### src/sv/bcpc_pkg.sv
// shared types, constants and arithmetic helpers for the pressure compensation block
`timescale 1ns / 1ps
package bcpc_pkg;

   localparam int RawW              = 20;
   localparam int CsrIdxW           = 3;
   localparam int CsrDataW          = 32;
   localparam int DivSteps          = 64;
   localparam int FrontStages       = 10;
   localparam int QueueDepthDefault = 2;

   localparam logic [32:0] FineOffset   = 33'd128000;
   localparam logic [20:0] PressFull    = 21'd1048576;
   localparam logic [31:0] PressScale   = 32'd3125;
   localparam int          DivBaseShift = 47;
   localparam int          P4Shift      = 35;
   localparam logic [31:0] TempRound    = 32'd128;

   // register indexes
   localparam logic [CsrIdxW-1:0] RegTempOne      = 3'd0;
   localparam logic [CsrIdxW-1:0] RegTempTwo      = 3'd1;
   localparam logic [CsrIdxW-1:0] RegTempThree    = 3'd2;
   localparam logic [CsrIdxW-1:0] RegPressOne     = 3'd3;
   localparam logic [CsrIdxW-1:0] RegPressTwoThr  = 3'd4;
   localparam logic [CsrIdxW-1:0] RegPressFourFiv = 3'd5;
   localparam logic [CsrIdxW-1:0] RegPressSixSev  = 3'd6;
   localparam logic [CsrIdxW-1:0] RegPressEigNin  = 3'd7;

   typedef struct packed {
      logic [RawW-1:0] raw_temperature;
      logic [RawW-1:0] raw_pressure;
   } req_type;

   typedef struct packed {
      logic [31:0] fine_temperature;
      logic [23:0] temperature_centi;
      logic [31:0] pressure_q24_8;
      logic        pressure_valid;
   } rsp_type;

   typedef struct packed {
      logic [15:0] t1;
      logic [15:0] t2;
      logic [15:0] t3;
      logic [15:0] p1;
      logic [15:0] p2;
      logic [15:0] p3;
      logic [15:0] p4;
      logic [15:0] p5;
      logic [15:0] p6;
      logic [15:0] p7;
      logic [15:0] p8;
      logic [15:0] p9;
   } coeff_type;

   // one queued item: temperature results plus division operands
   typedef struct packed {
      logic [31:0] fine;
      logic [23:0] centi;
      logic [63:0] dividend;
      logic [30:0] divisor;
   } work_type;

   // unsigned 32 times signed 16, full signed product
   function automatic logic [48:0] mul_lo_s16(input logic [31:0] a, input logic [15:0] b);
      logic signed [48:0] r;
      r = $signed({1'b0, a}) * $signed(b);
      return r;
   endfunction

   // low 32 bits of a times sign-extended b
   function automatic logic [31:0] mul_hi_s16(input logic [31:0] a, input logic [15:0] b);
      logic [31:0] bx;
      bx = {{16{b[15]}}, b};
      return a * bx;
   endfunction

   function automatic logic [63:0] sx64_16(input logic [15:0] b);
      return {{48{b[15]}}, b};
   endfunction

   function automatic logic [63:0] sx64_49(input logic [48:0] b);
      return {{15{b[48]}}, b};
   endfunction

endpackage

### src/sv/bcpc_queue.sv
// short queue between the front and back pipelines
`timescale 1ns / 1ps
module bcpc_queue import bcpc_pkg::*; #(
   parameter int Depth = QueueDepthDefault
) (
   input  logic     clock,
   input  logic     reset,
   input  logic     push,
   input  work_type push_beat,
   output logic     pop_valid,
   output work_type pop_beat,
   output logic     full
);

   localparam int PtrW = (Depth > 1) ? $clog2(Depth) : 1;
   localparam int CntW = $clog2(Depth + 1);

   work_type        mem_ff [Depth];
   logic [PtrW-1:0] wr_ptr_ff, rd_ptr_ff, wr_ptr_in, rd_ptr_in;
   logic [CntW-1:0] count_ff, count_in;
   logic            pop;

   // back end never stalls, so the head leaves as soon as it is there
   assign pop       = (count_ff != '0);
   assign pop_valid = pop;
   assign pop_beat  = mem_ff[rd_ptr_ff];
   assign full      = (count_ff == CntW'(Depth));

   always_comb begin
      wr_ptr_in = wr_ptr_ff;
      rd_ptr_in = rd_ptr_ff;
      if (push) begin
         wr_ptr_in = (wr_ptr_ff == PtrW'(Depth - 1)) ? '0 : wr_ptr_ff + 1'b1;
      end
      if (pop) begin
         rd_ptr_in = (rd_ptr_ff == PtrW'(Depth - 1)) ? '0 : rd_ptr_ff + 1'b1;
      end
      count_in = count_ff + CntW'(push) - CntW'(pop);
   end

   always_ff @(posedge clock) begin
      if (reset) begin
         wr_ptr_ff <= '0;
         rd_ptr_ff <= '0;
         count_ff  <= '0;
      end else begin
         wr_ptr_ff <= wr_ptr_in;
         rd_ptr_ff <= rd_ptr_in;
         count_ff  <= count_in;
      end
   end

   always_ff @(posedge clock) begin
      if (push) begin
         mem_ff[wr_ptr_ff] <= push_beat;
      end
   end

`ifndef SYNTHESIS
   a_count_bound: assert property (@(posedge clock) disable iff (reset)
      count_ff <= CntW'(Depth))
      else $error("queue count beyond depth");
   a_push_lands: assert property (@(posedge clock) disable iff (reset)
      push && (count_ff == '0) |=> (count_ff != '0))
      else $error("beat pushed into empty queue was lost");
   a_no_push_full: assert property (@(posedge clock) disable iff (reset)
      full |-> !push || pop)
      else $error("push into full queue");
`endif

endmodule

### config.mk
export PLATFORM = sky130hd
export DESIGN_NAME = bcpc_queue
export DESIGN_NICKNAME = d
export VERILOG_FILES = /design/src/sv/bcpc_pkg.sv /design/src/sv/bcpc_queue.sv
export SDC_FILE = /design/constraint.sdc
export NUM_CORES = 1
export LEC_CHECK = 0
export ABC_AREA = 1
export BUFFER_PORTS_ARGS = -buffer_cell sky130_fd_sc_hd__buf_2
export CORE_MARGIN = 1
export CORE_UTILIZATION = 54
export CTS_BUF_LIST = sky130_fd_sc_hd__clkbuf_8
export CTS_CLUSTER_SIZE = 20
export DETAILED_ROUTE_END_ITERATION = 10
export PLACE_DENSITY = 0.87
export SKIP_LAST_GASP = 1
export SYNTH_ARGS = -nofsm -noshare
export SYNTH_HDL_FRONTEND = slang
export SYNTH_SLANG_ARGS = --single-unit
### constraint.sdc
create_clock -name clock -period 11.8 [get_ports clock]
set_input_delay 3.54 -clock clock [delete_from_list [all_inputs] [get_ports clock]]
set_output_delay 3.54 -clock clock [all_outputs]
set_load 0.1 [all_outputs]
# == Yosys cells after proc, flatten, opt, wreduce, memory -nomap -nowiden ==
# Memory sizes are Yosys's and may differ from the RTL's. A register that Yosys moved wholly into a read port is not among the register bits.
# Index checks and enable logic that the tools add are counted.
# W data, S select, Z words.
# classes
add_sub_neg,4
eq_ne,1
n_mux,6
n_reduce_logical,1
# ops
op,count
$mux W1,6
$add A1 B1 Y1 const B,2
$add A2 B1 Y2,1
$eq A2 B2 Y1 const B,1
$reduce_bool A2 Y1,1
$sub A2 B1 Y2,1
# word_totals
regBits,4
mem_bits_rw,302
in_bits,154
out_inout_bits,153
elab_cells,16
memories,1
# mem_list
memory,depth,word_bits,rd,rd_ports_with_merged_regs,write_ports,line,source
mem_ff,2,151,1,1,1,bcpc_queue.sv:18,work_type mem_ff [Depth];

# == Longest topological paths before layout ==
# logic_depth
depth_word,4
mapped_depth,6
ltp_nobuf,6

# == Least setup slack after synthesis ==
# OpenSTA, ideal clock, no wires.
# synth_path
path_kind,input port to flip-flop
startpoint,input port push
endpoint,"memory mem_ff[0][0] (netlist bit), enable pin"
setup_ns,0.668
arrival_ns,9.893
required_ns,11.132
slack_ns,1.239
path_stages,2
n_path_buf,0
path_cell_list,inv_1 -> nor2_1
# synth_between
elab_chain_cells,2
# synth_rtl
item,line,source
from (decl),bcpc_queue.sv:8,"input logic push,"
$mux W1,bcpc_queue.sv:54,if (push) begin
$mux W1 (not written as such),bcpc_queue.sv:55,mem_ff[wr_ptr_ff] <= push_beat;
to (decl),bcpc_queue.sv:18,
# Every way passes these cells.

==> flow_summary.json <==
{
  "fillers": 1394,
  "synth-seq-cells": 307,
  "root_buffer": "clkbuf_8",
  "wirelength_um": 22000,
  "syn_to_final_growth_pct": 22.4,
  "hpwlAfterDp_um": 14400,
  "cp_top_family": "buffers and inverters",
  "slew_headroom_pct": 24.6,
  "portBuffers": 306,
  "avgSynthCellArea_um2": 13.9,
  "grt_overflow": 0,
  "irDropWorstVdd_mv": 0.133,
  "p_sw_uw": 864,
  "setup_tns_ns": 0,
  "drt_first_pass_iters": 5,
  "htree_levels": 2,
  "crit_path_max_incr_delay_ns": 0.87,
  "start_util_pct": 55.6,
  "grt_pass1_vias": 6973,
  "drt_iter0_drc": 433,
  "crit_fanout": 126,
  "cts_buffer_depth": 3,
  "drive_gt1_share_pct": 31.5,
  "grt_pass1_wl_um": 33700,
  "seq_power_share_pct": 49.6,
  "end_kind": "output port",
  "min_delay_worst_endpoint": "rd_ptr_ff",
  "syn_inst": 818,
  "reg2reg_depth": 3,
  "die_x_um": 147,
  "timing.final.crit_period_ns": 6.49,
  "gp_congestion": 0.797,
  "power_frac_comb_pct": 21.2,
  "yosysWarnings": 0,
  "clkSinkCount": 307,
  "post-route-drc-count": 0,
  "post-cts-setup-buffer-count": 0,
  "final_cell_mix": "306 x buf_2, 302 x edfxtp_1, 168 x inv_1",
  "cts_tree": "built",
  "hp-start": "rd_ptr_ff",
  "clk_latency_ns": 0.52,
  "p_leak_uw": 0.00583,
  "maxCapViolations": 0,
  "ys_seq_area_share_pct": 80.8,
  "p_total_uw": 2580,
  "mostFrequentLayoutCell": "buf_2",
  "vias": 7018,
  "crit_chain": "buf_4, nand2_1, o21ai_0, buf_2",
  "drtAntennaViolNets": 0,
  "ctsResizeCount": 0,
  "finClkSkew_ns": 0.0134,
  "p_int_uw": 1720,
  "tightest_slew_ns": 1.13,
  "switching_share_pct": 33.5,
  "core_mm2": 0.0204,
  "crit_buf_inv": 2,
  "worstSetupPathType": "reg -> out",
  "pwr_density_cell_mw_per_mm2": 186,
  "wire_per_inst_um": 15.1,
  "r2r_setup_slack_ns": 9.34,
  "rsz0062_at_grt": "false",
  "finalSetupViolCount": 0,
  "min_path_cells": 3,
  "via_per_inst": 4.84,
  "clkTransAtPathRegs_ns": 0.06,
  "layout.nets": 1300,
  "dieArea_mm2": 0.0216,
  "final_hold_viol_count": 0,
  "synth_cell_types": 13,
  "fin_crit_sh_pct": 55.0,
  "arrival_ns": 2.95,
  "dieHeight_um": 147,
  "postCtsHoldBufs": 0,
  "cts_buffers": 47,
  "num_rows": 52,
  "grt.total_usage_pct": 20.3,
  "ios": 307,
  "crit_required_ns": 8.26,
  "grt_max_degree": 127,
  "synth.cell_area_mm2": 0.0113,
  "antenna_found_initial": 4,
  "hold_path_class": "reg -> reg",
  "drv_slew": 0,
  "status": "complete, no violations",
  "worstReg2RegStart": "wr_ptr_ff",
  "cp_slowest_cell": "buf_4",
  "worstReg2RegEnd": "mem_ff[1][21]",
  "max_freq_mhz": 154,
  "pwr-share-clk_pct": 29.2,
  "synth.net_count": 973,
  "worst_setup_path_start_kind": "flip-flop"
}
## cells in the mapped netlist
| cell type | n | area (µm²) |
|---|---|---|
| buf_4 | 9 | 67.6 |
| nor2_1 | 10 | 37.5 |
| buf_2 | 22 | 110 |
| clkbuf_1 | 2 | 7.51 |
| nand3_1 | 1 | 5.00 |
| edfxtp_1 | 302 | 9070 |
| inv_1 | 158 | 593 |
| nor3_1 | 1 | 5.00 |
| ha_1 | 1 | 12.5 |
| nand2_1 | 155 | 582 |
| a21oi_1 | 1 | 5.00 |
| dfxtp_1 | 5 | 100 |
| o21ai_0 | 151 | 756 |
## state kept, by name (all words and copies together) (netlist names), named ones only
register   cells
count_ff       2
mem_ff       302
wr_ptr_ff      1
rd_ptr_ff      1
## kinds of logic (layout without fill, tap and decap cells)
family	Yosys count	count (layout)	share of synthesized area (%)
flip-flops	307	307	80.8
buffers and inverters	191	550	6.86
AND/OR/NAND/NOR	167	167	5.55
AO/OA/AOI/OAI	152	152	6.70
adder cells (fa/ha/maj)	1	1	0.110
other	0	2	0
## layer usage
metal | vias to the layer above | GRT usage (%) | routed length [µm]
li1 | 3421 | - | -
met1 | 3248 | 22.5 | 8100
met2 | 292 | 35.9 | 11300
met3 | 53 | 6.15 | 1840
met4 | 4 | 9.33 | 714
met5 | - | 0 | 23
## worst min-delay path, stage by stage (launching register included)
cell	delay, ns
dfxtp_1	0.30
inv_1	0.06
nor2_1	0.05
nor2_1	0.08
## stage by stage
stage	util, %	std cells	hold slack, ns	setup WS [ns]	area (µm²)
6_report	68.0	1449	0.519	5.31	13900
5_1_grt	68.0	1449	0.551	5.04	13900
4_1_cts	68.0	1447	0.524	5.29	13900
3_5_place_dp	64.1	1366	0.509	5.86	13100
3_3_place_gp	64.1	1366	0.502	5.89	13100
2_1_floorplan	-	818	0.488	1.24	11300
## worst max-delay path by stage
stage	startpoint	endpoint	slack, ns	depth (start not counted)
2_1_floorplan	push	mem_ff[0][0]	1.24	2
3_3_place_gp	flip-flop	pop_beat[133]	5.89	4
3_5_place_dp	flip-flop	pop_beat[103]	5.86	4
4_1_cts	flip-flop	pop_beat[101]	5.29	4
5_1_grt	flip-flop	pop_beat[135]	5.04	4
6_report	flip-flop	pop_beat[137]	5.31	4
## power by group through the flow
stage | registers (µW) | logic (µW) | clock network [µW]
finish | 1280 | 548 | 753
global route | 1290 | 569 | 821
CTS | 1280 | 550 | 774
detailed placement | 1300 | 549 | 0
global placement | 1300 | 543 | 0
floorplan | 1310 | 451 | 0
## cell type report
| class | instances | area, µm² | area share [%] |
|---|---|---|---|
| Sequential cell | 307 | 9170 | 66.0 |
| Timing Repair Buffer | 311 | 1570 | 11.3 |
| Multi-Input combinational cell | 320 | 1410 | 10.1 |
| Clock buffer | 49 | 674 | 4.85 |
| Inverter | 158 | 598 | 4.30 |
| Tap cell | 270 | 338 | 2.43 |
| Clock inverter | 32 | 130 | 0.936 |
| Antenna cell | 2 | 5.00 | 0.0360 |
Note: power is estimated with default switching activity, not from simulation.
